File: config.mk
export PLATFORM = sky130hd
export DESIGN_NAME = button_edge_and_auto_repeat_unit_flat
export DESIGN_NICKNAME = d
export VERILOG_FILES = /design/src/rtl/btnrep_pkg.sv /design/src/rtl/btnrep_if.sv /design/src/rtl/btnrep_lane.sv /design/src/rtl/btnrep_merge.sv /design/src/rtl/button_edge_and_auto_repeat_unit.sv /design/src/flat_wrapper.sv
export SDC_FILE = /design/constraint.sdc
export NUM_CORES = 1
export LEC_CHECK = 0
export BUFFER_PORTS_ARGS = -buffer_cell sky130_fd_sc_hd__buf_2
export CORE_UTILIZATION = 39
export DETAILED_ROUTE_END_ITERATION = 7
export RECOVER_POWER = 25
export SYNTH_ARGS = -nofsm -noshare
export SYNTH_HDL_FRONTEND = slang
export SYNTH_SLANG_ARGS = --single-unit
File: constraint.sdc
create_clock -name clock -period 6.9 [get_ports clock]
set_input_delay 0.345 -clock clock [delete_from_list [all_inputs] [get_ports clock]]
set_output_delay 0.345 -clock clock [all_outputs]
set_load 0.03 [all_outputs]
File: src/rtl/btnrep_pkg.sv
package btnrep_pkg;

   // Width of every button mask field on the request and response channels.
   localparam int FIELD_WIDTH = 12;

   // Width of the delay and period configuration registers.
   localparam int CFG_WIDTH = 16;

   // Width of the configuration register index.
   localparam int CSR_INDEX_WIDTH = 2;

   // Configuration register indexes.
   typedef enum logic [CSR_INDEX_WIDTH-1:0] {
      CSR_INITIAL_DELAY = 2'd0,
      CSR_REPEAT_PERIOD = 2'd1,
      CSR_INPUT_FREEZE  = 2'd2
   } csr_index_type;

   // Reset values of the configuration registers.
   localparam logic [CFG_WIDTH-1:0] INITIAL_DELAY_RESET = 16'd20;
   localparam logic [CFG_WIDTH-1:0] REPEAT_PERIOD_RESET = 16'd5;

   // Shared control that every lane sees for one request.
   typedef struct packed {
      logic                 update;
      logic [CFG_WIDTH-1:0] initial_delay;
      logic [CFG_WIDTH-1:0] repeat_period;
   } lane_ctrl_type;

   // Control for the merge stage.
   typedef struct packed {
      logic accept;
      logic freeze;
      logic rsp_ready;
   } merge_ctrl_type;

endpackage

File: src/rtl/btnrep_if.sv
// Request channel: one sampled button mask.
interface btnrep_req_if
   import btnrep_pkg::*;
();
   logic                   valid;
   logic                   ready;
   logic [FIELD_WIDTH-1:0] buttons;

   modport source (output valid, output buttons, input ready);
   modport sink   (input valid, input buttons, output ready);
endinterface

// Response channel: the four button masks after one request.
interface btnrep_rsp_if
   import btnrep_pkg::*;
();
   logic                   valid;
   logic                   ready;
   logic [FIELD_WIDTH-1:0] held_mask;
   logic [FIELD_WIDTH-1:0] pressed_mask;
   logic [FIELD_WIDTH-1:0] released_mask;
   logic [FIELD_WIDTH-1:0] repeat_mask;

   modport source (output valid, output held_mask, output pressed_mask,
                   output released_mask, output repeat_mask, input ready);
   modport sink   (input valid, input held_mask, input pressed_mask,
                   input released_mask, input repeat_mask, output ready);
endinterface

// Configuration write channel.
interface btnrep_csr_if
   import btnrep_pkg::*;
();
   logic                       valid;
   logic                       ready;
   logic [CSR_INDEX_WIDTH-1:0] index;
   logic [CFG_WIDTH-1:0]       data;

   modport source (output valid, output index, output data, input ready);
   modport sink   (input valid, input index, input data, output ready);
endinterface

File: src/rtl/btnrep_lane.sv
// One button: its repeat down-counter and repeat decision.
module btnrep_lane
   import btnrep_pkg::*;
#(
   parameter int COUNTER_WIDTH = 16
) (
   input  logic          clock,
   input  logic          reset,
   input  lane_ctrl_type ctrl,
   input  logic          held,
   output logic          repeat_hit
);

   logic [COUNTER_WIDTH-1:0] count_ff;
   logic [COUNTER_WIDTH-1:0] count_in;

   // A held button whose counter has run out repeats on this sample.
   assign repeat_hit = held && (count_ff == '0);

   // Released buttons reload the delay, held ones count down, expired ones reload the period.
   always_comb begin
      if (!held) begin
         count_in = ctrl.initial_delay[COUNTER_WIDTH-1:0];
      end else if (count_ff != '0) begin
         count_in = count_ff - COUNTER_WIDTH'(1);
      end else begin
         count_in = ctrl.repeat_period[COUNTER_WIDTH-1:0];
      end
   end

   always_ff @(posedge clock) begin
      if (reset) begin
         count_ff <= '0;
      end else if (ctrl.update) begin
         count_ff <= count_in;
      end
   end

endmodule

File: src/rtl/btnrep_merge.sv
// Combines the lane results into the four masks and holds the response.
module btnrep_merge
   import btnrep_pkg::*;
(
   input  logic                   clock,
   input  logic                   reset,
   input  merge_ctrl_type         ctrl,
   input  logic [FIELD_WIDTH-1:0] now_mask,
   input  logic [FIELD_WIDTH-1:0] lane_repeat,
   output logic                   rsp_valid,
   output logic [FIELD_WIDTH-1:0] held_mask,
   output logic [FIELD_WIDTH-1:0] pressed_mask,
   output logic [FIELD_WIDTH-1:0] released_mask,
   output logic [FIELD_WIDTH-1:0] repeat_mask
);

   logic                   valid_ff;
   logic                   valid_in;
   logic [FIELD_WIDTH-1:0] held_ff;
   logic [FIELD_WIDTH-1:0] pressed_ff;
   logic [FIELD_WIDTH-1:0] released_ff;
   logic [FIELD_WIDTH-1:0] repeat_ff;
   logic [FIELD_WIDTH-1:0] held_in;
   logic [FIELD_WIDTH-1:0] pressed_in;
   logic [FIELD_WIDTH-1:0] released_in;
   logic [FIELD_WIDTH-1:0] repeat_in;
   logic [FIELD_WIDTH-1:0] diff;

   // Edge masks against the previous held mask.
   assign diff        = now_mask ^ held_ff;
   assign held_in     = now_mask;
   assign pressed_in  = now_mask & diff;
   assign released_in = held_ff & diff;
   assign repeat_in   = pressed_in | lane_repeat;

   // The response is pending from an accepted request until it is taken.
   always_comb begin
      if (ctrl.accept) begin
         valid_in = 1'b1;
      end else if (ctrl.rsp_ready) begin
         valid_in = 1'b0;
      end else begin
         valid_in = valid_ff;
      end
   end

   // The stored masks double as the response payload; a frozen request
   // leaves them as they are, so the old masks are shown again.
   always_ff @(posedge clock) begin
      if (reset) begin
         valid_ff    <= 1'b0;
         held_ff     <= '0;
         pressed_ff  <= '0;
         released_ff <= '0;
         repeat_ff   <= '0;
      end else begin
         valid_ff <= valid_in;
         if (ctrl.accept && !ctrl.freeze) begin
            held_ff     <= held_in;
            pressed_ff  <= pressed_in;
            released_ff <= released_in;
            repeat_ff   <= repeat_in;
         end
      end
   end

   assign rsp_valid     = valid_ff;
   assign held_mask     = held_ff;
   assign pressed_mask  = pressed_ff;
   assign released_mask = released_ff;
   assign repeat_mask   = repeat_ff;

endmodule

File: src/rtl/button_edge_and_auto_repeat_unit.sv
// Channel  Modport  Handshake     Payload
// req_ch   sink     valid, ready  buttons
// rsp_ch   source   valid, ready  held_mask, pressed_mask, released_mask, repeat_mask
// csr_ch   sink     valid, ready  index, data
//
// One request per cycle unless the response stalls: each button lane updates its
// counter as an unfrozen request is accepted; the response appears in the next cycle.
// The response register is the only buffer, so a request is taken whenever
// that register is empty or being emptied in the same cycle.
// Synchronous reset clears all masks, counters and the response valid, and
// loads the configuration reset values. Configuration writes are always taken.
module button_edge_and_auto_repeat_unit
   import btnrep_pkg::*;
#(
   parameter int NUM_BUTTONS   = 12,
   parameter int COUNTER_WIDTH = 16
) (
   input  logic         clock,
   input  logic         reset,
   btnrep_req_if.sink   req_ch,
   btnrep_rsp_if.source rsp_ch,
   btnrep_csr_if.sink   csr_ch
);

   // Buttons beyond the mask fields can never be seen, so they get no lane.
   localparam int LANES = (NUM_BUTTONS < FIELD_WIDTH) ? NUM_BUTTONS : FIELD_WIDTH;

   logic [CFG_WIDTH-1:0]   initial_delay_ff;
   logic [CFG_WIDTH-1:0]   repeat_period_ff;
   logic                   input_freeze_ff;
   logic                   req_accept;
   logic                   rsp_valid;
   logic [FIELD_WIDTH-1:0] now_mask;
   logic [FIELD_WIDTH-1:0] lane_repeat;
   lane_ctrl_type          lane_ctrl;
   merge_ctrl_type         merge_ctrl;

   // Configuration registers.
   assign csr_ch.ready = 1'b1;

   always_ff @(posedge clock) begin
      if (reset) begin
         initial_delay_ff <= INITIAL_DELAY_RESET;
         repeat_period_ff <= REPEAT_PERIOD_RESET;
         input_freeze_ff  <= 1'b0;
      end else if (csr_ch.valid) begin
         case (csr_ch.index)
            CSR_INITIAL_DELAY: initial_delay_ff <= csr_ch.data;
            CSR_REPEAT_PERIOD: repeat_period_ff <= csr_ch.data;
            CSR_INPUT_FREEZE:  input_freeze_ff  <= csr_ch.data[0];
            default: ;
         endcase
      end
   end

   // Take a request when the response register is free or being emptied.
   assign req_ch.ready = !rsp_valid || rsp_ch.ready;
   assign req_accept   = req_ch.valid && req_ch.ready;

   assign lane_ctrl.update        = req_accept && !input_freeze_ff;
   assign lane_ctrl.initial_delay = initial_delay_ff;
   assign lane_ctrl.repeat_period = repeat_period_ff;

   // One lane per button; mask bits without a button stay zero.
   for (genvar b = 0; b < FIELD_WIDTH; b++) begin : g_lane
      if (b < LANES) begin : g_used
         assign now_mask[b] = req_ch.buttons[b];
         btnrep_lane #(
            .COUNTER_WIDTH (COUNTER_WIDTH)
         ) u_lane (
            .clock      (clock),
            .reset      (reset),
            .ctrl       (lane_ctrl),
            .held       (now_mask[b]),
            .repeat_hit (lane_repeat[b])
         );
      end else begin : g_unused
         assign now_mask[b]    = 1'b0;
         assign lane_repeat[b] = 1'b0;
      end
   end

   // Merge the lanes into the response masks.
   assign merge_ctrl.accept    = req_accept;
   assign merge_ctrl.freeze    = input_freeze_ff;
   assign merge_ctrl.rsp_ready = rsp_ch.ready;

   btnrep_merge u_merge (
      .clock         (clock),
      .reset         (reset),
      .ctrl          (merge_ctrl),
      .now_mask      (now_mask),
      .lane_repeat   (lane_repeat),
      .rsp_valid     (rsp_valid),
      .held_mask     (rsp_ch.held_mask),
      .pressed_mask  (rsp_ch.pressed_mask),
      .released_mask (rsp_ch.released_mask),
      .repeat_mask   (rsp_ch.repeat_mask)
   );

   assign rsp_ch.valid = rsp_valid;

   // A request is never taken while a response waits without being taken.
   a_no_overrun: assert property (@(posedge clock) disable iff (reset)
      req_accept |-> !(rsp_valid && !rsp_ch.ready))
      else $error("request accepted over a stalled response");

   // A frozen request leaves the masks unchanged.
   a_freeze_holds: assert property (@(posedge clock) disable iff (reset)
      (req_accept && input_freeze_ff) |=>
         ($stable(rsp_ch.held_mask) && $stable(rsp_ch.repeat_mask) &&
          $stable(rsp_ch.pressed_mask) && $stable(rsp_ch.released_mask)))
      else $error("masks changed on a frozen request");

   // Every new press is also reported as a repeat.
   a_press_repeats: assert property (@(posedge clock) disable iff (reset)
      rsp_valid |-> ((rsp_ch.pressed_mask & ~rsp_ch.repeat_mask) == '0))
      else $error("press missing from repeat mask");

   // A button cannot be pressed and released in the same sample.
   a_edges_disjoint: assert property (@(posedge clock) disable iff (reset)
      rsp_valid |-> ((rsp_ch.pressed_mask & rsp_ch.released_mask) == '0))
      else $error("button both pressed and released");

endmodule
File: src/flat_wrapper.sv
// flat-port wrapper written by rule: the top's interface ports become plain ports
module button_edge_and_auto_repeat_unit_flat import btnrep_pkg::*;
#(
   parameter int NUM_BUTTONS   = 12,
   parameter int COUNTER_WIDTH = 16
)
  (clock, reset, req_ch_valid, req_ch_buttons, req_ch_ready, rsp_ch_valid, rsp_ch_held_mask, rsp_ch_pressed_mask, rsp_ch_released_mask, rsp_ch_repeat_mask, rsp_ch_ready, csr_ch_valid, csr_ch_index, csr_ch_data, csr_ch_ready);
  btnrep_req_if req_ch_i ();
  btnrep_rsp_if rsp_ch_i ();
  btnrep_csr_if csr_ch_i ();
  input  logic clock;
  input  logic reset;
  input wire logic [$bits(req_ch_i.valid)-1:0] req_ch_valid;
  input wire logic [$bits(req_ch_i.buttons)-1:0] req_ch_buttons;
  output wire logic [$bits(req_ch_i.ready)-1:0] req_ch_ready;
  output wire logic [$bits(rsp_ch_i.valid)-1:0] rsp_ch_valid;
  output wire logic [$bits(rsp_ch_i.held_mask)-1:0] rsp_ch_held_mask;
  output wire logic [$bits(rsp_ch_i.pressed_mask)-1:0] rsp_ch_pressed_mask;
  output wire logic [$bits(rsp_ch_i.released_mask)-1:0] rsp_ch_released_mask;
  output wire logic [$bits(rsp_ch_i.repeat_mask)-1:0] rsp_ch_repeat_mask;
  input wire logic [$bits(rsp_ch_i.ready)-1:0] rsp_ch_ready;
  input wire logic [$bits(csr_ch_i.valid)-1:0] csr_ch_valid;
  input wire logic [$bits(csr_ch_i.index)-1:0] csr_ch_index;
  input wire logic [$bits(csr_ch_i.data)-1:0] csr_ch_data;
  output wire logic [$bits(csr_ch_i.ready)-1:0] csr_ch_ready;
  assign req_ch_i.valid = req_ch_valid;
  assign req_ch_i.buttons = req_ch_buttons;
  assign req_ch_ready = req_ch_i.ready;
  assign rsp_ch_valid = rsp_ch_i.valid;
  assign rsp_ch_held_mask = rsp_ch_i.held_mask;
  assign rsp_ch_pressed_mask = rsp_ch_i.pressed_mask;
  assign rsp_ch_released_mask = rsp_ch_i.released_mask;
  assign rsp_ch_repeat_mask = rsp_ch_i.repeat_mask;
  assign rsp_ch_i.ready = rsp_ch_ready;
  assign csr_ch_i.valid = csr_ch_valid;
  assign csr_ch_i.index = csr_ch_index;
  assign csr_ch_i.data = csr_ch_data;
  assign csr_ch_ready = csr_ch_i.ready;
  button_edge_and_auto_repeat_unit #(.NUM_BUTTONS(NUM_BUTTONS), .COUNTER_WIDTH(COUNTER_WIDTH)) u_core (.clock(clock), .reset(reset), .req_ch(req_ch_i), .rsp_ch(rsp_ch_i), .csr_ch(csr_ch_i));
endmodule
==> metrics.cfg, run 1 <==
[sta]
finClkSkew_ns=0.0170
fin_crit_ns=3.14
slew_violations=61
fmax_mhz=319
slew_headroom_pct=-56.9
fin_crit_sh_pct=45.5
tns_ns=0
worst_pin_slew_ns=2.35
rsz0062_at_grt=false
hold_ws_ns=0.0261
hold_viol=0
setup_viol=0

[route]
wl_per_cell_um=23.3
via_per_inst=6.43
dr_total_vias=18300
routed_wl_mm=66.1
drtPass1Iterations=5
drc_errors=0
postRouteAntennaNets=0
drtIter0Drc=2013

[worst_hold_path]
hp-class=in2reg

[cells_and_area]
drive_above_1_share_pct=7.10
final_nets=2292
area_delta_synth_final_pct=10.1
stdcell_area_mm2=0.0188
finalNonFillerCells=2841

[synth]
yosys.area.top_type=dfxtp_1
synth-edff-count=0
synth_nets=2349
syn_avg_cell_area_um2=7.47
async_reset_ff_share_pct=0
syn_area_mm2=0.0171
yosysUniqueCellTypes=82
synth.area.top_cells=dfxtp_1 32%, a21oi_1 9.9%, o21ai_0 5.4%
seq_area_frac_synth_pct=32.1
synth_seq_cells=274
yosysWarnings=0
synth_common_cells=338 x a21oi_1, 274 x dfxtp_1, 204 x nand2_1
synth.top_cell.area_share_pct=32.1
netlist_instances=2290
synth_most_common_cell=a21oi_1
ys.flop_type=dfxtp_1

[floorplan]
core_mm2=0.0432
die_x_um=211
die_area_mm2=0.0447
die_y_um=211
row_count=76
ios=86
start_util_pct=39.6

[worst_setup_path]
cp-start-kind=primary input
path_class=in2reg
cp_max_fo=59
arrival_ns=3.59
endpoint_kind=register
critPathRequiredTime_ns=7.36

[global_routing]
grt_overflow=0
grt_max_degree=164
grt_pass1_wl_mm=101
track_usage_pct=28.9
grt_pass1_vias=17000
antenna_found_initial=5

[clock_tree]
cts_setup_buffers=0
cts_tree=yes
numCtsBuffers=31
htreeDepth=1
cts-root-buf=clkbuf_16
cts.sinks=274
cts_buffer_depth=3
clk_latency_ns=0.60
cts.reportedPaths.clkPinSlew_ns=0.06

[placement]
placed_area_mm2=0.0176
gp_congestion=0.885
port_buffers=84
placedCellCount=2771
dp_hpwl_mm=38.1

[power]
leakage_nw=6.65
ir_drop_mv=0.186
total_power_mw=5.12
power_density_mw_per_mm2=272

[run]
cap_violations=2

[outcome]
status=complete, but fails checks
violations=max-capacitance violations, max-slew violations

## routing by layer
| layer | vias up | GRT usage (%) | part of all wire [%] |
|---|---|---|---|
| li1 | 8447 | - | - |
| met1 | 8808 | 38.2 | 42 |
| met2 | 823 | 45.8 | 44 |
| met3 | 177 | 5.10 | 9.6 |
| met4 | 4 | 13.1 | 4.5 |
| met5 | - | 0 | 0.039 |
## state kept, by name, indices dropped and copies added (netlist names)
name and cells:
u_core.input_freeze_ff 1, u_core.u_merge.rsp_valid 1, u_core.u_merge.repeat_mask 12, u_core.repeat_period_ff 16, u_core.u_merge.released_mask 12, u_core.u_merge.pressed_mask 12, u_core.g_lane.g_used.u_lane.count_ff 192, u_core.u_merge.held_mask 12
u_core.initial_delay_ff 16
## power breakdown
part	leakage [nW]	internal (mW)	switching [mW]
clock network	0.552	1.12	0.727
registers	2.25	1.70	0.188
logic	3.85	0.525	0.856
## cell families (layout without fill, tap and decap cells)
logic type	count (synthesis)	after routing	share of synthesized area, %
other	1	2	0.0219
adders and majority gates	24	24	1.76
and+or+nand+nor	715	715	21.6
AOI/OAI and AO/OA	886	886	32.2
DFF	274	274	32.1
buffers and inverters	277	242	6.27
xor gates and xnor gates	75	75	3.84
muxes	38	38	2.28
## path summary, 6_finish.rpt
check	start	endpoint	slack, ns	cells after the start
setup / recovery	reset	u_core.g_lane[11].g_used.u_lane.count_ff[9]$_SDFFE_PP0P_	3.76	6
hold / removal	csr_ch_data[11]	u_core.initial_delay_ff[11]$_SDFFE_PP0P_	0.03	3
setup reg to reg	u_core.g_lane[5].g_used.u_lane.count_ff[5]$_SDFFE_PP0P_	u_core.g_lane[5].g_used.u_lane.count_ff[9]$_SDFFE_PP0P_	3.77	5
hold reg to reg	u_core.u_merge.pressed_mask[10]$_SDFFE_PP0P_	u_core.u_merge.pressed_mask[10]$_SDFFE_PP0P_	0.45	2
## through the flow
step                util (%)  worst slack [ns]
CTS                     43.8              3.90
global route            43.6              3.57
finish                  43.6              3.76
floorplan                  -              4.66
global placement        40.9              3.95
detailed placement      40.9              3.92
## critical path, cell delays in order
cell and delay (ns):
buf_6 0.39, clkbuf_1 1.73, nor3_2 0.11, buf_4 0.31
nand2_1 0.42, o22ai_1 0.14
## cells in the final DEF (no fill, tap or decap), types with 59 or more instances in the layout
cell	count
inv_1	63
dfxtp_1	274
nor3_1	90
o211ai_1	59
nand3_1	62
xnor2_1	63
nor2_1	107
nand2_1	203
o21ai_0	186
a21oi_1	338
## timing repair
action,in CTS,in global routing
hold buffers,14,0
resized for setup,0,0
endpoints found under the hold margin,24,0
## area by class of cell
cell class	instances	area [µm²]
fill	4465	24300
multi-input combinational	1739	10600
sequential	274	5490
clock buffer	37	838
tap	585	732
timing repair buffer	122	692
clock inverter	18	272
inverter	65	244
antenna	1	2.50
Note: power is estimated with default switching activity, not from simulation.
==> run 2: changes to the inputs <==
Settings changed: ABC_AREA set to 1.
Clock period 6.9 ns to 2.6 ns, I/O delays scaled along.
==> run 2 against run 1 <==
  * The run still ends with max-capacitance violations, max-slew violations left
  * Largest cell class unchanged
  * Clock-buffer cell count rose by 17
  * Critical endpoint is now u_core.g_lane[10].g_used.u_lane.count_ff[13]$_SDFFE_PP0P_
  * Critical path type is now reg2reg
  * Critical path depth up 3
  * Sequential cell count unchanged
  * Clock skew is 0.0088 ns lower
==> metrics.cfg, run 2 <==
[outcome]
status=complete, but fails checks
violations=max-capacitance violations, max-slew violations

[power]
leakage_nw=9.55
switching_share_pct=37.9
p_sw_mw=5.73
ir_drop_mv=0.414
power_frac_seq_pct=33.2
clkPwrFrac_pct=35.0
p_int_mw=9.37
power_density_mw_per_mm2=729
share_comb_of_total_power_pct=31.8

[synth]
yosys.area.top_type=dfxtp_1
yosysUniqueCellTypes=33
synth-edff-count=0
netlist_instances=3113
ys.flop_type=dfxtp_1
synth_common_cells=806 x nand2_1, 427 x nand3_1, 349 x a21oi_1
syn_area_mm2=0.0183
yosysWarnings=0
synth_most_common_cell=nand2_1
async_reset_ff_share_pct=0
synth.top_cell.area_share_pct=30.0
seq_area_frac_synth_pct=30.0
syn_avg_cell_area_um2=5.88
synth_seq_cells=274
synth.area.top_cells=dfxtp_1 30%, nand2_1 17%, nand3_1 12%
synth_nets=3172

[sta]
slew_violations=54
tns_ns=0
fin_crit_ns=2.25
rsz0062_at_grt=false
finClkSkew_ns=0.00819
hold_viol=0
worst_pin_slew_ns=2.01
setup_viol=0
slew_headroom_pct=-34.1
fmax_mhz=444
fin_crit_sh_pct=86.5

[worst_setup_path]
cp-start-kind=register
path_class=reg2reg
cp_max_fo=139
endpoint_kind=register
crit_path_start=u_core.u_merge.rsp_valid$_SDFFE_PP0P_
reg2reg_to=u_core.g_lane[10].g_used.u_lane.count_ff[13]$_SDFFE_PP0P_
rrSetupSlack_ns=0.35
arrival_ns=2.72
rr_worst_depth=9
worstReg2RegStart=u_core.u_merge.rsp_valid$_SDFFE_PP0P_
critPathRequiredTime_ns=3.07

[route]
via_per_inst=5.65
postRouteAntennaNets=0
wl_per_cell_um=19.5
drc_errors=0
routed_wl_mm=74.2
drtIter0Drc=2264
drtPass1Iterations=6
dr_total_vias=21500

[clock_tree]
cts_buffer_depth=3
clk_latency_ns=0.55
htreeDepth=2
cts.reportedPaths.clkPinSlew_ns=0.06
cts-root-buf=clkbuf_16
numCtsBuffers=35
cts_setup_buffers=0
cts.sinks=274
cts_tree=yes

[placement]
port_buffers=84
placedCellCount=3710
gp_congestion=0.967
placed_area_mm2=0.0193
dp_hpwl_mm=48.5

[worst_hold_path]
hold_start=req_ch_buttons[7]
hold_path_end=u_core.g_lane[7].g_used.u_lane.count_ff[3]$_SDFFE_PP0P_
min_path_cells=3
hp-class=in2reg

[cells_and_area]
largest_register_ffs=192
fill_cells=5019
stdcell_area_mm2=0.0207
regArea_mm2=0.00549
reg_top3=u_core.g_lane.g_used.u_lane.count_ff: 192 flops, u_core.initial_delay_ff: 16 flops, u_core.repeat_period_ff: 16 flops
final_nets=3224
area_delta_synth_final_pct=13.1
multiInputGateArea_mm2=0.0110
final_cell_mix=806 x nand2_1, 427 x nand3_1, 349 x a21oi_1
finalNonFillerCells=3798
final_common_cell=nand2_1
drive_above_1_share_pct=6.21
largest-register=u_core.g_lane.g_used.u_lane.count_ff

[global_routing]
grt_overflow=0
grt_max_degree=140
track_usage_pct=30.7
grt_pass1_wl_mm=113
antenna_found_initial=1
grt_pass1_vias=19400

[floorplan]
start_util_pct=39.4
ios=86
core_mm2=0.0465
die_area_mm2=0.0478
die_y_um=219
row_count=79
die_x_um=219

[run]
cap_violations=1

-- run 2: cell count changes after synthesis, moves of 34 or more --
cell,previous run,this run
nand2_1,204,806
nand3_1,62,427
nor2_1,108,340
inv_1,64,283
o21ai_0,186,296
clkbuf_1,190,97
nor3_1,91,19
o211ai_1,59,2
xnor2_1,63,12
nor4_1,46,0
o22ai_1,43,0
or3_1,38,0
or4_1,34,0
-- run 2: kinds of logic after synthesis --
| group | synth area share (%) |
|---|---|
| and+or+nand+nor | 39.7 |
| AOI/OAI and AO/OA | 18.0 |
| buffers and inverters | 9.75 |
| DFF | 30.0 |
| adders and majority gates | 1.64 |
| xor gates and xnor gates | 0.909 |
| other | 0.0205 |
-- run 2: timing repair --
item,4_1_cts,5_1_grt
hold endpoints to repair,70,0
gates resized for setup,0,0
hold buffers,25,0
-- run 2: cell type report --
class / count / share of cell area (%)
multi-input combinational: 2392 / 53.3
clock buffer: 54 / 5.26
timing repair buffer: 164 / 5.16
antenna: 1 / 0.0121
clock inverter: 8 / 0.719
inverter: 298 / 5.42
tap: 607 / 3.67
sequential: 274 / 26.5
-- run 2: critical path, cell delays in order (launching register included) --
cell and delay, ns:
dfxtp_1 0.33, inv_1 0.04, nor2_1 0.22, nor3_4 0.12
inv_6 0.16, buf_12 0.55, nor2_1 0.14, inv_1 0.25
nand2_1 0.09, a21oi_1 0.18
-- run 2: worst max-delay path by stage --
stage	end	slack, ns	cells after the start
floorplan	u_core.u_merge.held_mask[10]$_SDFFE_PP0P_	1.02	9
global placement	u_core.g_lane[4].g_used.u_lane.count_ff[15]$_SDFFE_PP0P_	0.53	7
detailed placement	u_core.g_lane[10].g_used.u_lane.count_ff[13]$_SDFFE_PP0P_	0.49	9
CTS	u_core.g_lane[10].g_used.u_lane.count_ff[13]$_SDFFE_PP0P_	0.48	9
global route	u_core.g_lane[10].g_used.u_lane.count_ff[13]$_SDFFE_PP0P_	0.18	9
finish	u_core.g_lane[10].g_used.u_lane.count_ff[13]$_SDFFE_PP0P_	0.35	9
-- run 2: layer usage --
metal	global-route usage (%)	vias to the layer above	wire [µm]
met5	0	-	0
met4	11.3	0	2720
met3	4.51	158	6510
met2	47.2	976	31800
met1	43.0	10000	33200
li1	-	10300	-
-- run 2: stage by stage --
step	power, mW	hold WS (ns)	utilization [%]	worst slack (ns)
6_report	15.1	0.0291	44.6	0.350
3_3_place_gp	9.69	0.380	41.5	0.529
4_1_cts	15.1	0.00430	44.7	0.476
3_5_place_dp	9.75	0.380	41.5	0.489
5_1_grt	15.9	0.0530	44.6	0.180
2_1_floorplan	8.46	0.243	-	1.02
-- run 2: power by group through the flow --
stage                     clock network, mW  logic (mW)  registers (mW)
after floorplan                           0        3.46            5.01
after global placement                    0        4.62            5.07
after detailed placement                  0        4.69            5.07
after CTS                              5.36        4.74            4.98
after global routing                   5.49        5.40            5.05
final                                  5.29        4.80            5.01
